<file path="config.mk">
export PLATFORM = sky130hd
export DESIGN_NAME = pwl_cell
export DESIGN_NICKNAME = d
export VERILOG_FILES = /design/src/design/pwl_pkg.sv /design/src/design/pwl_cell.sv
export SDC_FILE = /design/constraint.sdc
export NUM_CORES = 1
export LEC_CHECK = 0
export BUFFER_PORTS_ARGS = -buffer_cell sky130_fd_sc_hd__buf_2
export CORE_MARGIN = 3
export CORE_UTILIZATION = 40
export DETAILED_ROUTE_END_ITERATION = 10
export MAX_ROUTING_LAYER = met4
export PLACE_DENSITY = 0.81
export REMOVE_ABC_BUFFERS = 1
export SLEW_MARGIN = 20
export SYNTH_ARGS = -nofsm -noshare
export SYNTH_HDL_FRONTEND = slang
export SYNTH_SLANG_ARGS = --single-unit
</file>
<file path="constraint.sdc">
create_clock -name clk_i -period 4.6 [get_ports clk_i]
set_clock_uncertainty 0.05 [all_clocks]
set_input_delay 1.38 -clock clk_i [delete_from_list [all_inputs] [get_ports clk_i]]
set_output_delay 1.38 -clock clk_i [all_outputs]
set_load 0.02 [all_outputs]
</file>
<file path="src/design/pwl_pkg.sv">
// shared constants, codes and types of the piecewise linear curve interpolator
`default_nettype none
package pwl_pkg;

  localparam int unsigned TableDepth = 16;
  localparam int unsigned CntW = $clog2(TableDepth + 1);
  localparam logic [31:0] Sentinel = 32'd655353446;

  typedef enum logic [1:0] {
    OP_CLEAR = 2'd0,
    OP_ADD   = 2'd1,
    OP_QUERY = 2'd2,
    OP_NONE  = 2'd3
  } pwl_op_e;

  typedef enum logic [2:0] {
    ST_OK          = 3'd0,
    ST_NO_INTERVAL = 3'd1,
    ST_ZERO_SPAN   = 3'd2,
    ST_FULL        = 3'd3,
    ST_DUPLICATE   = 3'd4
  } pwl_status_e;

  typedef enum logic [2:0] {
    S_IDLE,
    S_PREP,
    S_MUL,
    S_DIV,
    S_FIN
  } pwl_state_e;

  typedef struct packed {
    logic [31:0] key;
    logic [31:0] val;
    logic        lt;
    logic        occ;
  } pwl_link_t;

endpackage
`default_nettype wire

</file>
<file path="src/design/pwl_cell.sv">
// one table cell: holds a point and shifts it up on sorted insertion
`default_nettype none
module pwl_cell
  import pwl_pkg::*;
(
  input  wire logic        clk_i,
  input  wire logic        rst_ni,
  input  wire logic [31:0] x_i,
  input  wire logic [31:0] y_i,
  input  wire logic        ins_i,
  input  wire logic        clr_i,
  input  wire pwl_link_t   prev_i,
  output pwl_link_t        next_o,
  output logic             hit_o,
  output logic             dup_o
);

  logic [31:0] key_q;
  logic [31:0] val_q;
  logic        occ_q;
  logic        lt;

  assign lt     = occ_q & ($signed(key_q) < $signed(x_i));
  assign next_o = '{key: key_q, val: val_q, lt: lt, occ: occ_q};
  assign hit_o  = occ_q & !lt & prev_i.lt;
  assign dup_o  = occ_q & (key_q == x_i);

  always_ff @(posedge clk_i or negedge rst_ni) begin
    if (!rst_ni) begin
      occ_q <= 1'b0;
    end else if (clr_i) begin
      occ_q <= 1'b0;
    end else if (ins_i) begin
      occ_q <= occ_q | prev_i.occ;
    end
  end

  always_ff @(posedge clk_i) begin
    if (ins_i && !lt) begin
      key_q <= prev_i.lt ? x_i : prev_i.key;
      val_q <= prev_i.lt ? y_i : prev_i.val;
    end
  end

endmodule
`default_nettype wire

</file>
## Word-level counts from Yosys, hierarchy flattened

Index checks and enable logic that the tools add are counted.

- Flip-flop bits (word level): 65
- Latch bits: 0
- Memory bits (writable): 0
- ROM bits: 0
- Input port bits: 134
- Output and inout port bits: 68
- Memories: 0

- $add $sub $neg: 0
- Multiply operators: 0
- Divide/modulo/power cells: 0
- Order comparisons: 1
- Equal/unequal tests: 1
- Shift operators: 0
- Muxes and demuxes: 4
- Bitwise operators: 5
- Reduce and logical (&&, ||, !) cells: 3

Operator list:

| kind | count |
|---|---|
| two-way mux 32 bit | 2 |
| == test 32 bit | 1 |
| less-than comparator 32 bit | 1 |
| AND 1 bit | 4 |
| two-way mux 1 bit | 2 |
| nonzero test 2 bit | 1 |
| logical AND 1 bit | 1 |
| logical NOT 1 bit | 1 |
| bitwise OR 1 bit | 1 |

## Depth between registers and ports, before layout

- Depth in word-level cells: 5
- Depth in mapped cells: 9
- Gate-level depth less buffers: 8

## Worst setup path after synthesis

Ideal clock, no wire load.

- Path kind: input to register
- Start: input x_i[31]
- End: register key_q[0], enable pin
- Arrival: 4.133 ns
- Required time: 4.123 ns
- Slack: -0.009 ns
- Stages on the path: 8
- Path buffers: 0
- Cells stage by stage: inv_1 > ha_1 > nand4_2 > nor4_2 > a221oi_1 > and4b_1 > a21oi_2 > o21a_1

- Word-level cells in the longest chain between the ends: 4

RTL lines:

| item | line | source |
|---|---|---|
| start, declared | pwl_cell.sv:8 | `input wire logic [31:0] x_i,` |
| less-than comparator 32 bit | pwl_cell.sv:23 | `assign lt = occ_q & ($signed(key_q) < $signed(x_i));` |
| AND 1 bit | pwl_cell.sv:23 |  |
| logical NOT 1 bit | pwl_cell.sv:39 | `if (ins_i && !lt) begin` |
| logical AND 1 bit | pwl_cell.sv:39 |  |
| end signal, assigned | pwl_cell.sv:40 | `key_q <= prev_i.lt ? x_i : prev_i.key;` |
| end, declared | pwl_cell.sv:18 | `logic [31:0] key_q;` |

No other way between the ends.
A chain may end at the register's enable or synchronous reset.

## Final worst setup path

- Start: input x_i[30]
- End: output hit_o

- Word-level cells in the longest chain between the ends: 5

RTL lines:

| item | line | source |
|---|---|---|
| less-than comparator 32 bit | pwl_cell.sv:23 |  |
| AND 1 bit | pwl_cell.sv:23 |  |
| logical NOT 1 bit | pwl_cell.sv:25 | `assign hit_o = occ_q & !lt & prev_i.lt;` |
| AND 1 bit (2 in series) | pwl_cell.sv:25 |  |
| end, declared | pwl_cell.sv:14 | `output logic hit_o,` |

No other way between the ends.

==> summary.md <==
| Metric | Value |
|---|---|
| Routed wl met3 | `686 um` |
| Top cell type's share of synthesized area | `53.5%` |
| Syn Area/Cell | `13.7 um^2` |
| Status | `completed` |
| Comb pwr share | `22.3%` |
| Worst Tran Pin Value | `0.462 ns` |
| 1st-iter DRT viols | `52` |
| Crit-path cells | `buf_2 > inv_1 > ha_1 > nand4_4 > nor4_2 > o311ai_2 > a21oi_2 > and3_4 > buf_6` |
| Antenna viol nets, final | `0` |
| Vias in the first global route | `3135` |
| Wire length on met1 | `3570 um` |
| Seq/Total Area, Yosys | `54.2%` |
| Peak VDD IR | `0.159 mV` |
| GRT Residual Overflow | `0` |
| Psw | `421 uW` |
| Worst hold start | `occ_q` |
| Overall die height | `101 um` |
| Final slew viol count | `0` |
| Clk root buf | `clkbuf_8` |
| Wire length on met2 | `4840 um` |
| Switching Fraction | `26.4%` |
| Mapped cell area | `3590 um^2` |
| # nets final | `641` |
| RR Startpoint | `key_q[21]` |
| Netlist cell types | `34` |
| # IOs | `202` |
| First-pass GRT wire length | `14100 um` |
| Final min period | `4.53 ns` |
| Post-place instance area | `4730 um^2` |
| CTS Buf Count | `9` |
| Post-synth top flop | `edfxtp_1` |
| Filler cells | `685` |
| Area Growth Syn to Fin | `44.8%` |
| Layout cell share with drive strength beyond 1 | `65.3%` |
| Pwr Total | `1.60 mW` |
| Rows | `33` |
| CP Data Required Time | `3.17 ns` |
| Drt drc | `0` |
| Sequential Power Share | `45.9%` |
| Clk Latency, worst-skew pair | `0.33 ns` |
| Register area | `1950 um^2` |
| Setup violation total in the final timing report | `0` |
| Critical path start-end classification | `in -> out` |
| Worst R2R End | `val_q[25]` |
| Via density | `4.90` |
| Crit Path Max Fanout | `4` |
| Worst slew margin | `69.2%` |
| First-pass iteration count of the detailed router | `4` |
| Clock Power Share | `31.9%` |
| Post-synthesis cell count | `262` |
| Per-cell routed wire length | `16.0 um` |
| Startpoint types | `primary input` |
| Post-synth EDFFs | `64` |
| H-tree levels | `3` |
| Worst EP arrival | `3.10 ns` |
| Setup ws final | `0.0664 ns` |
| GRT Total Usage | `18.6%` |
| Hold Path End | `occ_q` |
| Setup TNS | `0 ns` |
| Hold depth | `2` |
| Routed vias | `2866` |
| Final Hold Fails | `0` |
| Yosys reg bits | `65` |
| Core Footprint | `8460 um^2` |
| DP HPWL | `7320 um` |
| Reg2reg setup slack | `1.91 ns` |
| Most frequent cells after synthesis | `edfxtp_1 (64), mux2_2 (64), inv_1 (33), ha_1 (32), a21oi_1 (16)` |
| Initial Util | `42.5%` |
| WHS | `0.520 ns` |
| Total Routed Length | `9340 um` |
| Clk buf depth | `2` |
| Cells on worst reg2reg path | `8` |
| Number of synthesis warnings | `0` |
| CP peak stage delay | `0.36 ns` |
| Post-synth top area cell | `edfxtp_1` |
| Hold Crit Class | `reg -> reg` |
| Crit share post-route | `98.6%` |
| Design Area, Final | `5200 um^2` |
| Max-cap violations | `0` |
| Initial antenna violation count | `1` |
| Port buffer count | `201` |
| CP Buf/Inv Count | `3` |
| RSZ-0062 raised after global routing | `yes` |
| Asr flop ratio synth | `1.54%` |
| Clock transition at the registers of the reported paths | `0.06 ns` |
| CP endpoint kind | `output pin` |
| Slowest CP cell | `nor4_2` |
| Inst Count DP | `565` |
| CTS tree | `done` |
| Max Clock Freq | `221 MHz` |
| Largest net degree at the start of global routing | `39` |
| Placement Setup Slack | `-0.100 ns` |
| Die area | `10200 um^2` |
| Final core occ | `61.5%` |
| Pwr dens | `307 nW/um^2` |
| Die width | `101 um` |
| Synth top area cells | `edfxtp_1 (53%), mux2_2 (20%), ha_1 (11%), inv_1 (3.4%), a21oi_1 (2.2%)` |
| CP delay by family, top | `simple AND/OR/NAND/NOR gates` |
| Area of the multi-input gates | `1650 um^2` |
| Non-filler cells, final | `585` |
| # hold bufs at CTS | `0` |
| Clk sink count | `65` |
| Leakage | `2.38 nW` |
| Power Internal | `1.17 mW` |
| Top Metal Used | `met4` |
| GPL Wtd Cong | `0.820` |
-- cells in the final DEF (no fill, tap or decap), types with 2 or more instances in the layout --
master     instances
nand3_1            2
nand4_1            2
inv_1             29
ha_1              22
buf_8              4
buf_4             11
clkinv_1           3
inv_4              4
clkbuf_8           9
bufinv_16          2
mux2_2            64
nor4_2             2
nand2_1            8
ha_4              10
edfxtp_1          64
a21oi_1           16
and4_1             2
o21ai_1            3
nor2_1             4
buf_2            195
-- layout make-up --
cell class	instances	area share (%)
clock inverters	5	1.37
multi-input cells	154	31.7
repair buffers	211	21.7
well taps	105	2.53
clock buffers	10	2.45
inverters	34	2.72
diodes	1	0.0481
flip-flops and latches	65	37.4
-- flip-flops by register name, indices dropped and copies added (netlist names) --
| register | cells |
|---|---|
| occ_q | 1 |
| key_q | 32 |
| val_q | 32 |
-- worst reg2reg max path, stage by stage, from the launching register on --
cell and delay (ns):
edfxtp_1 0.44, ha_4 0.30, nand4_1 0.17, nor4_4 0.36, a221oi_2 0.10, and4b_1 0.20
a21oi_2 0.18, o21a_2 0.15, buf_4 0.37
-- what timing repair did --
action	CTS	global route
resized for setup	7	32
buffers inserted	1	3
setup endpoints to repair	2	3
cloned	0	0
pin swaps	2	15
-- power groups by stage --
stage / clock network [mW] / registers (mW) / logic [mW]
global route: 0.548 / 0.737 / 0.391
CTS: 0.526 / 0.730 / 0.339
floorplan: 0 / 0.801 / 0.124
detailed placement: 0 / 0.742 / 0.329
finish: 0.509 / 0.732 / 0.355
global placement: 0 / 0.738 / 0.320
-- how the worst max path moves through the flow --
stage,endpoint,start,slack (ns),cells after the start
floorplan,key_q[0],x_i[31],-0.009,8
global placement,hit_o,x_i[11],-0.03,10
detailed placement,hit_o,x_i[31],-0.10,10
CTS,hit_o,x_i[11],0.007,10
global route,hit_o,x_i[21],-0.05,10
finish,hit_o,x_i[30],0.07,9
-- kinds of logic (layout without fill, tap and decap cells) --
| logic type | count (synthesis) | after routing | synth area share (%) |
|---|---|---|---|
| adders and majority gates | 32 | 32 | 11.1 |
| other | 0 | 1 | 0 |
| AOI/OAI and AO/OA | 29 | 29 | 4.94 |
| muxes | 64 | 64 | 20.1 |
| DFF | 65 | 65 | 54.2 |
| buffers and inverters | 43 | 260 | 4.94 |
| and+or+nand+nor | 29 | 29 | 4.74 |
-- layer usage --
metal,track usage (%),vias to the layer above
li1,-,1402
met1,19.9,1305
met2,32.4,139
met3,4.71,20
met4,8.19,0
met5,-,-
Power figures use the tool's default switching activity.
