<file path="config.mk">
export PLATFORM = sky130hd
export DESIGN_NAME = pwl_div
export DESIGN_NICKNAME = d
export VERILOG_FILES = /design/src/design/pwl_pkg.sv /design/src/design/pwl_div.sv
export SDC_FILE = /design/constraint.sdc
export NUM_CORES = 1
export LEC_CHECK = 0
export ABC_AREA = 1
export BUFFER_PORTS_ARGS = -buffer_cell sky130_fd_sc_hd__buf_2
export CORE_ASPECT_RATIO = 0.5
export CORE_MARGIN = 1
export CORE_UTILIZATION = 56
export CTS_CLUSTER_DIAMETER = 60
export DETAILED_ROUTE_END_ITERATION = 7
export GPL_TIMING_DRIVEN = 0
export PLACE_DENSITY = 0.92
export SYNTH_ARGS = -nofsm -noshare
export SYNTH_HDL_FRONTEND = slang
export SYNTH_SLANG_ARGS = --single-unit
</file>
<file path="constraint.sdc">
create_clock -name clk_i -period 3.6 [get_ports clk_i]
set_input_delay 0.54 -clock clk_i [delete_from_list [all_inputs] [get_ports clk_i]]
set_output_delay 0.54 -clock clk_i [all_outputs]
set_load 0.005 [all_outputs]
</file>
<file path="src/design/pwl_pkg.sv">
// shared constants, codes and types of the piecewise linear curve interpolator
`default_nettype none
package pwl_pkg;

  localparam int unsigned TableDepth = 16;
  localparam int unsigned CntW = $clog2(TableDepth + 1);
  localparam logic [31:0] Sentinel = 32'd655353446;

  typedef enum logic [1:0] {
    OP_CLEAR = 2'd0,
    OP_ADD   = 2'd1,
    OP_QUERY = 2'd2,
    OP_NONE  = 2'd3
  } pwl_op_e;

  typedef enum logic [2:0] {
    ST_OK          = 3'd0,
    ST_NO_INTERVAL = 3'd1,
    ST_ZERO_SPAN   = 3'd2,
    ST_FULL        = 3'd3,
    ST_DUPLICATE   = 3'd4
  } pwl_status_e;

  typedef enum logic [2:0] {
    S_IDLE,
    S_PREP,
    S_MUL,
    S_DIV,
    S_FIN
  } pwl_state_e;

  typedef struct packed {
    logic [31:0] key;
    logic [31:0] val;
    logic        lt;
    logic        occ;
  } pwl_link_t;

endpackage
`default_nettype wire

</file>
<file path="src/design/pwl_div.sv">
// restoring divider, one quotient bit per cycle
`default_nettype none
module pwl_div
  import pwl_pkg::*;
(
  input  wire logic        clk_i,
  input  wire logic        rst_ni,
  input  wire logic        start_i,
  input  wire logic [63:0] dividend_i,
  input  wire logic [32:0] divisor_i,
  output logic             done_o,
  output logic [63:0]      quot_o
);

  logic [63:0] dvd_q, dvd_d;
  logic [33:0] rem_q, rem_d;
  logic [32:0] dsr_q;
  logic [5:0]  cnt_q;
  logic        run_q, done_q;
  logic [33:0] sh;
  logic [34:0] diff;

  assign sh   = {rem_q[32:0], dvd_q[63]};
  assign diff = {1'b0, sh} - {2'b00, dsr_q};

  always_comb begin
    rem_d = diff[34] ? sh : diff[33:0];
    dvd_d = {dvd_q[62:0], ~diff[34]};
  end

  always_ff @(posedge clk_i or negedge rst_ni) begin
    if (!rst_ni) begin
      run_q  <= 1'b0;
      done_q <= 1'b0;
      cnt_q  <= '0;
    end else begin
      done_q <= 1'b0;
      if (start_i) begin
        run_q <= 1'b1;
        cnt_q <= '0;
      end else if (run_q) begin
        cnt_q <= cnt_q + 6'd1;
        if (cnt_q == 6'd63) begin
          run_q  <= 1'b0;
          done_q <= 1'b1;
        end
      end
    end
  end

  always_ff @(posedge clk_i) begin
    if (start_i) begin
      dvd_q <= dividend_i;
      rem_q <= '0;
      dsr_q <= divisor_i;
    end else if (run_q) begin
      dvd_q <= dvd_d;
      rem_q <= rem_d;
    end
  end

  assign done_o = done_q;
  assign quot_o = dvd_q;

endmodule
`default_nettype wire

</file>
; Word level (Yosys, flattened, before mapping)
; Cells that the tools add are included.
[word_totals]
regBits = 138
out_inout_bits = 65
input_bits = 100
[op_classes]
bitwise_logic = 1
add_sub_neg = 2
muxes = 11
n_reduce_logical = 1
n_eq_ne = 1
[op_table]
columns = operator, count
row1 = $mux 64, 2
row2 = $sub 34x33->35, 1
row3 = $mux 33, 1
row4 = $mux 6, 2
row5 = $add 6x1->6 const B, 1
row6 = $eq 6x6->1 const B, 1
row7 = $mux 1, 6
row8 = $reduce_bool 2->1, 1
row9 = $not 1->1, 1

; Logic depth before layout (Yosys ltp)
; Gate-level depths: netlist of run 1.
[logic_depth]
ltp_word = 4
mapped_depth = 17
ltp_nobuf = 16

; Worst setup path before layout of run 1
; No wires, ideal clock.
[synth_timing]
path_type = input-to-reg
startpoint = input port start_i
endpoint = register dvd_q[0], in the netlist quot_o[0], enable pin
path_buffers = 2
arrival_ns = 2.873
cell_stages = 4
path_slack_ns = 0.273
cell_sequence = clkbuf_1 nor2_1 inv_1 clkbuf_1
[synth_between]
elab_chain_cells = 1
[synth_lines]
columns = element, line
row1 = from (decl), pwl_div.sv:8  ; input wire logic start_i,
row2 = $reduce_bool 2->1 (no source line), n/a
row3 = to (signal assigned), pwl_div.sv:53  ; dvd_q <= dividend_i;
row4 = to (signal assigned), pwl_div.sv:57  ; dvd_q <= dvd_d;
row5 = to (decl), pwl_div.sv:15  ; logic [63:0] dvd_q, dvd_d;
; No other way between the ends.
; A chain may end at the register's enable or synchronous reset.

; Final worst setup path of run 1
[layout_timing]
startpoint = input port start_i
endpoint = register dvd_q[2], in the netlist quot_o[2], enable pin
; The elaborated chain is that of the path after synthesis.

==> results.yml, run 1 <==
power_and_ir_drop:
  p_seq_share_pct: 31.8
  pwr-share-comb_pct: 40.1
  net-switching-power_w: 0.002596
  leakage_nw: 5.573
  ir_worst_vdd_uv: 426.6
  clockPowerShare_pct: 28.2
  power.density_nw_per_um2: 652.9
  internal_power_w: 0.004028
  sw_frac_of_total_pct: 39.20
floorplan:
  fp.dieArea_um2: 15610
  start_util_pct: 57.93
  pin_count: 165
  coreArea_um2: 14580
  rows: 31
  die-width_um: 175.7
  dieHeight_um: 88.85
critical_path:
  crit_arrival_ns: 2.74
  cp-start-kind: "input port"
  slowest_stage: "clkbuf_4"
  crit_path_max_incr_delay_ns: 0.78
  critPathTopFamily: "buffers and inverters"
  crit_required_ns: 3.65
  r2r_setup_slack_ns: 1.03
  worstRegToRegCells: 11
  crit_type: "input port to flip-flop"
  critical_path.max_fanout: 73
  worst-path-buf-inv: 4
  r2r-end: "quot_o[0]$_DFFE_PP_"
  end_kind: "flip-flop"
  cp_cell_sequence: "buf_2, clkbuf_1, nor2_1, inv_1, clkbuf_4"
  r2r_start: "quot_o[63]$_DFFE_PP_"
clock_network:
  clk_latency_ns: 0.43
  clock-sinks: 138
  root_buffer: "clkbuf_16"
  htreeDepth: 4
  clockBufferDepth: 2
  clkSlewWorstSetupHoldPaths_ns: 0.07
  cts_tree: "built"
  numCtsBuffers: 17
  post-cts-setup-buffers: 0
timing:
  clock.fmax_mhz: 371.0
  rsz0062_at_grt: "false"
  fin_skew_ns: 0.01463
  min_period_over_period_pct: 74.88
  tightest_slew_ns: 0.9944
  holdWs_ns: 0.2772
  fin_ws_ns: 0.9042
  finalHoldViolCount: 0
  relSlewSlack_pct: 33.70
  setup_violations: 0
  period_needed_ns: 2.696
  drv_slew: 0
finish:
  multi_input_area_um2: 3789
  fillCellCount: 1242
  antenna_cells: 0
  regArea_um2: 3774
  area_growth_pct: 20.10
  utilization_pct: 69.57
  drive_above_1_share_pct: 17.22
  num-nets-final: 1487
global_routing:
  antenna_found_initial: 1
  grt_pass1_wl_um: 37150
  grt_max_degree: 74
  grt_pass1_vias: 7436
  overflow: 0
  grt_usage_pct: 31.66
synth:
  synthCells: 1168
  yosysWarningCount: 0
  syn-cell-area_um2: 8448
  synthTopCellsByArea: "edfxtp_1, nand2_1, inv_1"
  synth_fp_nets: 1303
  yosys.area.top_type: "edfxtp_1"
  synth_compound_area_share_pct: 2.651
  ys_seq_area_share_pct: 44.67
  ys_types: 37
  synthAdderAreaFrac_pct: 5.273
  synth.area.mux_share_pct: 0
  synth_top_area_share_pct: 34.48
  synthSimpleGateAreaFrac_pct: 35.37
  synth_top_family_by_area: "simple AND/OR/NAND/NOR gates"
  synth_seq_cells: 138
  avgSynthCellArea_um2: 7.233
  yosys.area_share.xor_xnor_pct: 1.555
route:
  vias: 8116
  drtPass1Iterations: 5
  via_per_inst: 5.193
  wl_um: 24120
  drc: 0
  post_drt_wl_per_cell_um: 15.43
  drt_iter0_markers: 688
  antenna_left: 0
worst_hold_path:
  hold_depth: 1
  hold-path-endpoint: "dsr_q[12]$_DFFE_PP_"
  min-delay-start: "divisor_i[12]"
  hp-class: "input port to flip-flop"
place:
  io_buffers: 164
  dp_slack_ns: 0.4875
  place_congestion: 0.9709
  dp_hpwl_um: 18360
outcome:
  status: "finished clean"
flow_run:
  drv_cap: 0
through the flow:
stage	power [W]	instance area (um^2)	instances	setup TNS (ns)
after floorplan	0.003974	8448	1168	0
after global routing	0.007025	10150	1563	0
after CTS	0.006572	10150	1563	0
after detailed placement	0.004711	9520	1530	0
final	0.006624	10150	1563	0
after global placement	0.004648	9517	1530	-97.69
per-layer routing:
metal	GRT usage, %	vias up	part of all wire (%)
li1	-	4007	-
met1	40.74	3684	44
met2	52.28	382	45
met3	8.290	43	9.3
met4	11.15	0	2.2
met5	0	-	0
Yosys cell counts:
master and number:
a21oi_1 19, a21oi_2 3, a22o_1 1, a31oi_1 1
and2_1 6, and3_1 1, buf_2 3, buf_4 4
buf_6 5, clkbuf_1 18, clkinv_1 1, dfrtp_1 8
dfxtp_1 33, edfxtp_1 97, fa_1 1, ha_1 34
inv_1 181, inv_2 9, nand2_1 525, nand2_2 5
nand2_4 1, nand2_8 1, nand3_1 90, nand3_2 1
nand3b_1 14, nand4_1 8, nor2_1 51, nor2_2 5
nor2_8 1, nor3_1 6, nor3_2 1, nor4_1 2
o21ai_0 3, o21ai_1 13, o21bai_1 1, xnor2_1 13
xor2_1 2
flip-flops by register name, indices dropped and copies added (netlist names):
name / flops
quot_o: 64
rem_q: 33
done_o: 1
run_q: 1
cnt_q: 6
dsr_q: 33
area by class of cell:
type	count	share of cell area (%)
Clock buffer	18	4.230
Multi-Input combinational cell	809	37.34
Tap cell	198	2.442
Clock inverter	14	1.837
Timing Repair Buffer	165	8.188
Sequential cell	138	37.19
Buffer	30	1.702
Inverter	191	7.066
how the worst max path moves through the flow:
| stage | from | to | slack [ns] | depth (start not counted) |
|---|---|---|---|---|
| after floorplan | start_i | quot_o[0]$_DFFE_PP_ | 0.27 | 4 |
| after global placement | start_i | quot_o[16]$_DFFE_PP_ | -1.36 | 5 |
| after detailed placement | start_i | quot_o[37]$_DFFE_PP_ | 0.49 | 5 |
| after CTS | start_i | quot_o[2]$_DFFE_PP_ | 0.94 | 5 |
| after global routing | start_i | quot_o[18]$_DFFE_PP_ | 0.78 | 5 |
| final | start_i | quot_o[2]$_DFFE_PP_ | 0.90 | 5 |
cells by family after synthesis:
| logic type | Yosys count |
|---|---|
| XOR/XNOR | 15 |
| flip-flops | 138 |
| AND/OR/NAND/NOR | 718 |
| buffers and inverters | 221 |
| AO/OA/AOI/OAI | 41 |
| adder cells (fa/ha/maj) | 35 |
power groups by stage:
stage / logic [W] / clock network (W) / registers [W]
2_1_floorplan: 0.00188 / 0 / 0.00210
3_3_place_gp: 0.00254 / 0 / 0.00211
3_5_place_dp: 0.00259 / 0 / 0.00213
4_1_cts: 0.00261 / 0.00187 / 0.00210
5_1_grt: 0.00297 / 0.00193 / 0.00212
6_report: 0.00265 / 0.00187 / 0.00210
placed cells by master, fill, tap and decap left out, types with 6 or more instances in the layout:
cell / count
clkbuf_16: 17
nor2_1: 51
o21ai_1: 13
buf_2: 167
edfxtp_1: 97
ha_1: 34
inv_1: 181
clkbuf_1: 18
inv_2: 9
nand3_1: 90
a21oi_1: 19
dfrtp_1: 8
dfxtp_1: 33
nand2_1: 525
xnor2_1: 13
nand3b_1: 14
nand4_1: 8
and2_1: 6
nor3_1: 6
timing repair:
action / CTS / global route
hold endpoints to repair: 8 / 0
hold buffers: 1 / 0
endpoints found under the setup margin: 0 / 0
gates resized for setup: 0 / 0
(Power assumes the default switching activity.)
==> run 2: changes to the inputs <==
Settings changed: ABC_AREA 1 to 0, CORE_UTILIZATION 56 to 49, PLACE_DENSITY 0.92 to 0.87.
Clock period 3.6 ns to 2.42 ns, I/O delays scaled along.
==> results.yml, run 2 <==
timing:
  fin_ws_ns: -1.006
  rsz0062_at_grt: "true"
  setup_violations: 34
  tightest_slew_ns: 0.8341
  finalHoldViolCount: 0
  clock.fmax_mhz: 291.9
  period_needed_ns: 3.426
  min_period_over_period_pct: 141.6
  drv_slew: 0
  fin_skew_ns: 0.008188
  relSlewSlack_pct: 43.52
route:
  drtPass1Iterations: 7
  drc: 0
  drt_iter0_markers: 527
  vias: 6219
  antenna_left: 0
  wl_um: 20580
  via_per_inst: 5.906
  post_drt_wl_per_cell_um: 19.54
critical_path:
  worst-path-buf-inv: 5
  critPathTopFamily: "compound AO/OA/AOI/OAI gates"
  end_kind: "flip-flop"
  cp-start-kind: "flip-flop"
  crit_path_max_incr_delay_ns: 0.41
  crit_arrival_ns: 3.76
  cp_cell_sequence: "inv_2, ha_4, inv_2, fa_2, a211oi_4, o21ai_2, a31oi_2, a31oi_2, a31o_1, a41o_1, a211oi_4, buf_6, buf_12, buf_6, nand2_1, a311oi_2"
  crit_type: "flip-flop to flip-flop"
  slowest_stage: "edfxtp_1"
  critical_path.max_fanout: 4
  crit_required_ns: 2.75
floorplan:
  pin_count: 165
  start_util_pct: 51.80
  coreArea_um2: 13960
  die-width_um: 173.8
  rows: 30
  dieHeight_um: 87.91
  fp.dieArea_um2: 15280
finish:
  multi_input_area_um2: 3371
  largest_reg_flops: 64
  utilization_pct: 67.54
  regArea_um2: 3774
  fin_area_um2: 9432
  area_growth_pct: 30.39
  final_cell_mix: "buf_2, edfxtp_1, mux2_2, nand2_1, inv_1"
  final_common_cell: "buf_2"
  num-nets-final: 983
  drive_above_1_share_pct: 40.07
  antenna_cells: 0
  fillCellCount: 956
place:
  dp_slack_ns: -1.335
  dp_hpwl_um: 12320
  place_congestion: 0.9640
  dpl_cell_area_um2: 8320
  io_buffers: 164
power_and_ir_drop:
  power.density_nw_per_um2: 1102
  leakage_nw: 4.093
  ir_worst_vdd_uv: 604.8
  power_w: 0.01039
clock_network:
  clkSlewWorstSetupHoldPaths_ns: 0.06
  root_buffer: "clkbuf_16"
  clk_latency_ns: 0.42
  clock-sinks: 138
  cts_tree: "built"
  htreeDepth: 4
  clockBufferDepth: 2
  numCtsBuffers: 17
synth:
  ys_seq_area_share_pct: 52.17
  yosys.area.top_type: "edfxtp_1"
  synthArstFlopShare_pct: 5.797
  avgSynthCellArea_um2: 11.34
  yosysMostFrequentCell: "edfxtp_1"
  synth_top_area_share_pct: 40.27
  synth_fp_nets: 773
  ys_types: 51
  synth_seq_cells: 138
  yosys-top-cells-count: "edfxtp_1, nand2_1, mux2_2"
  yosysWarningCount: 0
  yosys_most_used_dff: "edfxtp_1"
  synthTopCellsByArea: "edfxtp_1, mux2_2, dfxtp_1"
  syn-cell-area_um2: 7233
  synth_edf_count: 97
  synthCells: 638
global_routing:
  antenna_found_initial: 1
  overflow: 0
  grt_max_degree: 35
  grt_usage_pct: 25.72
  grt_pass1_wl_um: 30470
  grt_pass1_vias: 6225
worst_hold_path:
  hp-class: "input port to flip-flop"
outcome:
  violations: "negative setup slack"
  status: "finished, violations left"
flow_run:
  drv_cap: 0
## run 2: cell types whose count changed after synthesis, sizes merged, moves of 18 or more
cell and delta:
nand2 -462, xor2 +18, mux2 +65, nor2 -19
nand3 -72, inv -146
## run 2: metrics by stage
step	setup TNS (ns)	hold slack, ns	instances
floorplan	-18.38	0.06741	638
global placement	-125.53	0.2149	994
detailed placement	-150.73	0.2198	994
CTS	-29.67	0.1126	1051
global route	-34.37	0.1101	1053
finish	-31.72	0.1160	1053
## run 2: final timing paths
| check | startpoint | to | slack [ns] | depth (start not counted) |
|---|---|---|---|---|
| setup / recovery | quot_o[63]$_DFFE_PP_ | rem_q[3]$_SDFFE_PP0P_ | -1.01 | 16 |
| hold reg to reg | rem_q[23]$_SDFFE_PP0P_ | rem_q[23]$_SDFFE_PP0P_ | 0.50 | 2 |
| setup reg to reg | quot_o[63]$_DFFE_PP_ | rem_q[3]$_SDFFE_PP0P_ | -1.01 | 16 |
| min in group asynchronous | rst_ni | cnt_q[4]$_DFFE_PN0P_ | 0.35 | 2 |
| hold / removal | divisor_i[27] | dsr_q[27]$_DFFE_PP_ | 0.12 | 1 |
| max in group asynchronous | rst_ni | cnt_q[2]$_DFFE_PN0P_ | 1.89 | 2 |
## run 2: cells by family (layout without fill, tap and decap cells)
family / count (synthesis) / after routing / share of synthesized area [%]
compound gates: 136 / 136 / 13.79
flops: 138 / 138 / 52.17
mux: 69 / 69 / 10.67
fa+ha+maj: 35 / 35 / 6.158
simple gates: 155 / 155 / 9.428
buf+inv: 73 / 296 / 3.909
xor+xnor: 32 / 32 / 3.875
## run 2: area by class of cell
cell class | instances | share of cell area, %
timing repair buffer | 189 | 11.70
multi-input combinational | 427 | 35.74
clock inverter | 14 | 1.698
buffer | 28 | 1.725
tap | 192 | 2.547
sequential | 138 | 40.01
timing repair inverter | 3 | 0.2388
clock buffer | 18 | 4.550
inverter | 44 | 1.791
## run 2: per-layer routing
metal / up-vias / GRT usage [%] / share of wire [%]
li1: 2775 / - / -
met1: 2945 / 28.83 / 37
met2: 389 / 47.09 / 50
met3: 108 / 5.252 / 8.5
met4: 2 / 14.43 / 4.5
met5: - / 0 / 0.063
## run 2: where the power goes
part / internal, W / switching, W
clock network: 0.00154 / 0.00110
registers: 0.00297 / 0.000339
logic: 0.00201 / 0.00243
## run 2: what timing repair did
item | CTS | global route
buffers inserted | 19 | 2
gates resized for setup | 62 | 25
pin swaps | 24 | 21
gates cloned | 5 | 1
hold buffers | 1 | 0
endpoints found under the hold margin | 8 | 0
endpoints found under the setup margin | 128 | 96
==> run 3: changes to the inputs <==
Settings changed: CORE_UTILIZATION 49 to 30, PLACE_DENSITY 0.87 to 0.58.
==> results.yml, run 3 (synthesis gave the netlist of run 2 again) <==
power_and_ir_drop:
  ir_worst_vdd_uv: 487.9
  net-switching-power_w: 0.003342
  internal_power_w: 0.006406
  p_seq_share_pct: 33.7
  sw_frac_of_total_pct: 34.28
  leakage_nw: 4.007
  power.density_nw_per_um2: 1041
  clockPowerShare_pct: 28.1
  pwr-share-comb_pct: 38.2
critical_path:
  slowest_stage: "edfxtp_1"
  crit_arrival_ns: 3.63
  cp-start-kind: "flip-flop"
  crit_type: "flip-flop to flip-flop"
  end_kind: "flip-flop"
  crit_path_max_incr_delay_ns: 0.39
  cp_cell_sequence: "inv_1, ha_2, inv_2, fa_2, a211oi_4, o21ai_2, a31oi_2, a31oi_2, a31o_1, a41o_1, a211oi_4, buf_6, buf_6, buf_8, nand3_1, o311ai_1"
  critical_path.max_fanout: 10
  crit_required_ns: 2.76
finish:
  final_cell_mix: "buf_2, edfxtp_1, mux2_2, nand2_1, inv_1"
  utilization_pct: 40.31
  final_common_cell: "buf_2"
  num-nets-final: 977
  largest_reg_flops: 64
  drive_above_1_share_pct: 36.73
  fillCellCount: 2257
  antenna_cells: 0
  area_growth_pct: 29.46
timing:
  clock.fmax_mhz: 304.7
  drv_slew: 0
  rsz0062_at_grt: "true"
  min_period_over_period_pct: 135.6
  fin_ws_ns: -0.8622
  holdWs_ns: 0.09688
  finalHoldViolCount: 0
  relSlewSlack_pct: 37.83
  period_needed_ns: 3.282
  fin_skew_ns: 0.007373
  tightest_slew_ns: 0.9326
  setup_violations: 34
floorplan:
  dieHeight_um: 111.8
  start_util_pct: 31.14
  coreArea_um2: 23230
  rows: 39
  pin_count: 165
  fp.dieArea_um2: 24770
  die-width_um: 221.6
route:
  wl_um: 18500
  antenna_left: 0
  post_drt_wl_per_cell_um: 15.92
  drtPass1Iterations: 5
  drc: 0
  drt_iter0_markers: 287
  vias: 5709
  via_per_inst: 4.913
clock_network:
  root_buffer: "clkbuf_16"
  cts_tree: "built"
  htreeDepth: 4
  clock-sinks: 138
  clkSlewWorstSetupHoldPaths_ns: 0.06
  clockBufferDepth: 2
  numCtsBuffers: 17
  clk_latency_ns: 0.44
global_routing:
  grt_pass1_wl_um: 29600
  antenna_found_initial: 0
  grt_usage_pct: 15.43
  grt_pass1_vias: 5759
  overflow: 0
  grt_max_degree: 35
flow_run:
  drv_cap: 0
worst_hold_path:
  hp-class: "input port to flip-flop"
place:
  io_buffers: 164
  place_congestion: 0.8550
  dp_hpwl_um: 13090
outcome:
  status: "finished, violations left"
  violations: "negative setup slack"
## run 3: final timing paths
| path | to | slack [ns] | cells past startpoint | start |
|---|---|---|---|---|
| max in group asynchronous | run_q$_DFF_PN0_ | 1.93 | 2 | rst_ni |
| worst min register to register | rem_q[28]$_SDFFE_PP0P_ | 0.50 | 2 | rem_q[28]$_SDFFE_PP0P_ |
| min in group asynchronous | done_o$_DFF_PN0_ | 0.32 | 2 | rst_ni |
| worst max-delay path | rem_q[13]$_SDFFE_PP0P_ | -0.86 | 16 | quot_o[63]$_DFFE_PP_ |
| worst min-delay path | dsr_q[17]$_DFFE_PP_ | 0.1 | 1 | divisor_i[17] |
| worst max register to register | rem_q[13]$_SDFFE_PP0P_ | -0.86 | 16 | quot_o[63]$_DFFE_PP_ |
## run 3: stage by stage
| step | setup slack, ns | total power, W | instance area (um^2) | std cells | TNS, ns |
|---|---|---|---|---|---|
| after floorplan | -0.6685 | 0.005583 | 7259 | 638 | -18.38 |
| after global placement | -1.385 | 0.006442 | 8464 | 1109 | -159.15 |
| after detailed placement | -1.350 | 0.006487 | 8484 | 1110 | -134.42 |
| after CTS | -0.9101 | 0.009663 | 9288 | 1160 | -29.54 |
| after global routing | -1.013 | 0.01031 | 9364 | 1162 | -32.02 |
| final | -0.8622 | 0.009748 | 9364 | 1162 | -27.31 |
## run 3: what timing repair did
| item | 4_1_cts | 5_1_grt |
|---|---|---|
| endpoints found under the setup margin | 134 | 55 |
| resized for setup | 20 | 25 |
| hold buffers | 1 | 0 |
| gates cloned | 2 | 0 |
| setup buffers | 15 | 3 |
| pin swaps | 8 | 14 |
| hold endpoints to repair | 8 | 0 |
## run 3: cell type report
| cell class | count | area, um^2 | area share (%) |
|---|---|---|---|
| buffer | 29 | 162.7 | 1.737 |
| sequential | 138 | 3774 | 40.30 |
| timing repair inverter | 1 | 7.507 | 0.08017 |
| inverter | 44 | 168.9 | 1.804 |
| clock inverter | 14 | 177.7 | 1.897 |
| tap | 307 | 384.1 | 4.102 |
| multi-input combinational | 427 | 3241 | 34.61 |
| timing repair buffer | 184 | 1020 | 10.89 |
| clock buffer | 18 | 429.2 | 4.583 |
## run 3: power groups by stage
stage	sequential, W	clock, W	combinational [W]
after floorplan	0.00324	0	0.00234
after global placement	0.00330	0	0.00314
after detailed placement	0.00331	0	0.00318
after CTS	0.00327	0.00281	0.00358
after global routing	0.00334	0.00289	0.00407
final	0.00328	0.00274	0.00373
## run 3: layer usage
metal / GRT usage, % / wire [um]
met5: 0 / 0
met4: 7.824 / 398
met1: 19.22 / 8386
met2: 25.60 / 8814
met3: 3.088 / 897
## run 3: worst max-delay path, delay by kind of cell, from the launching register on
family	cells	cell delay, ns
compound gates	8	1.61
fa+ha+maj	2	0.54
flops	1	0.39
simple gates	1	0.10
buf+inv	5	0.52
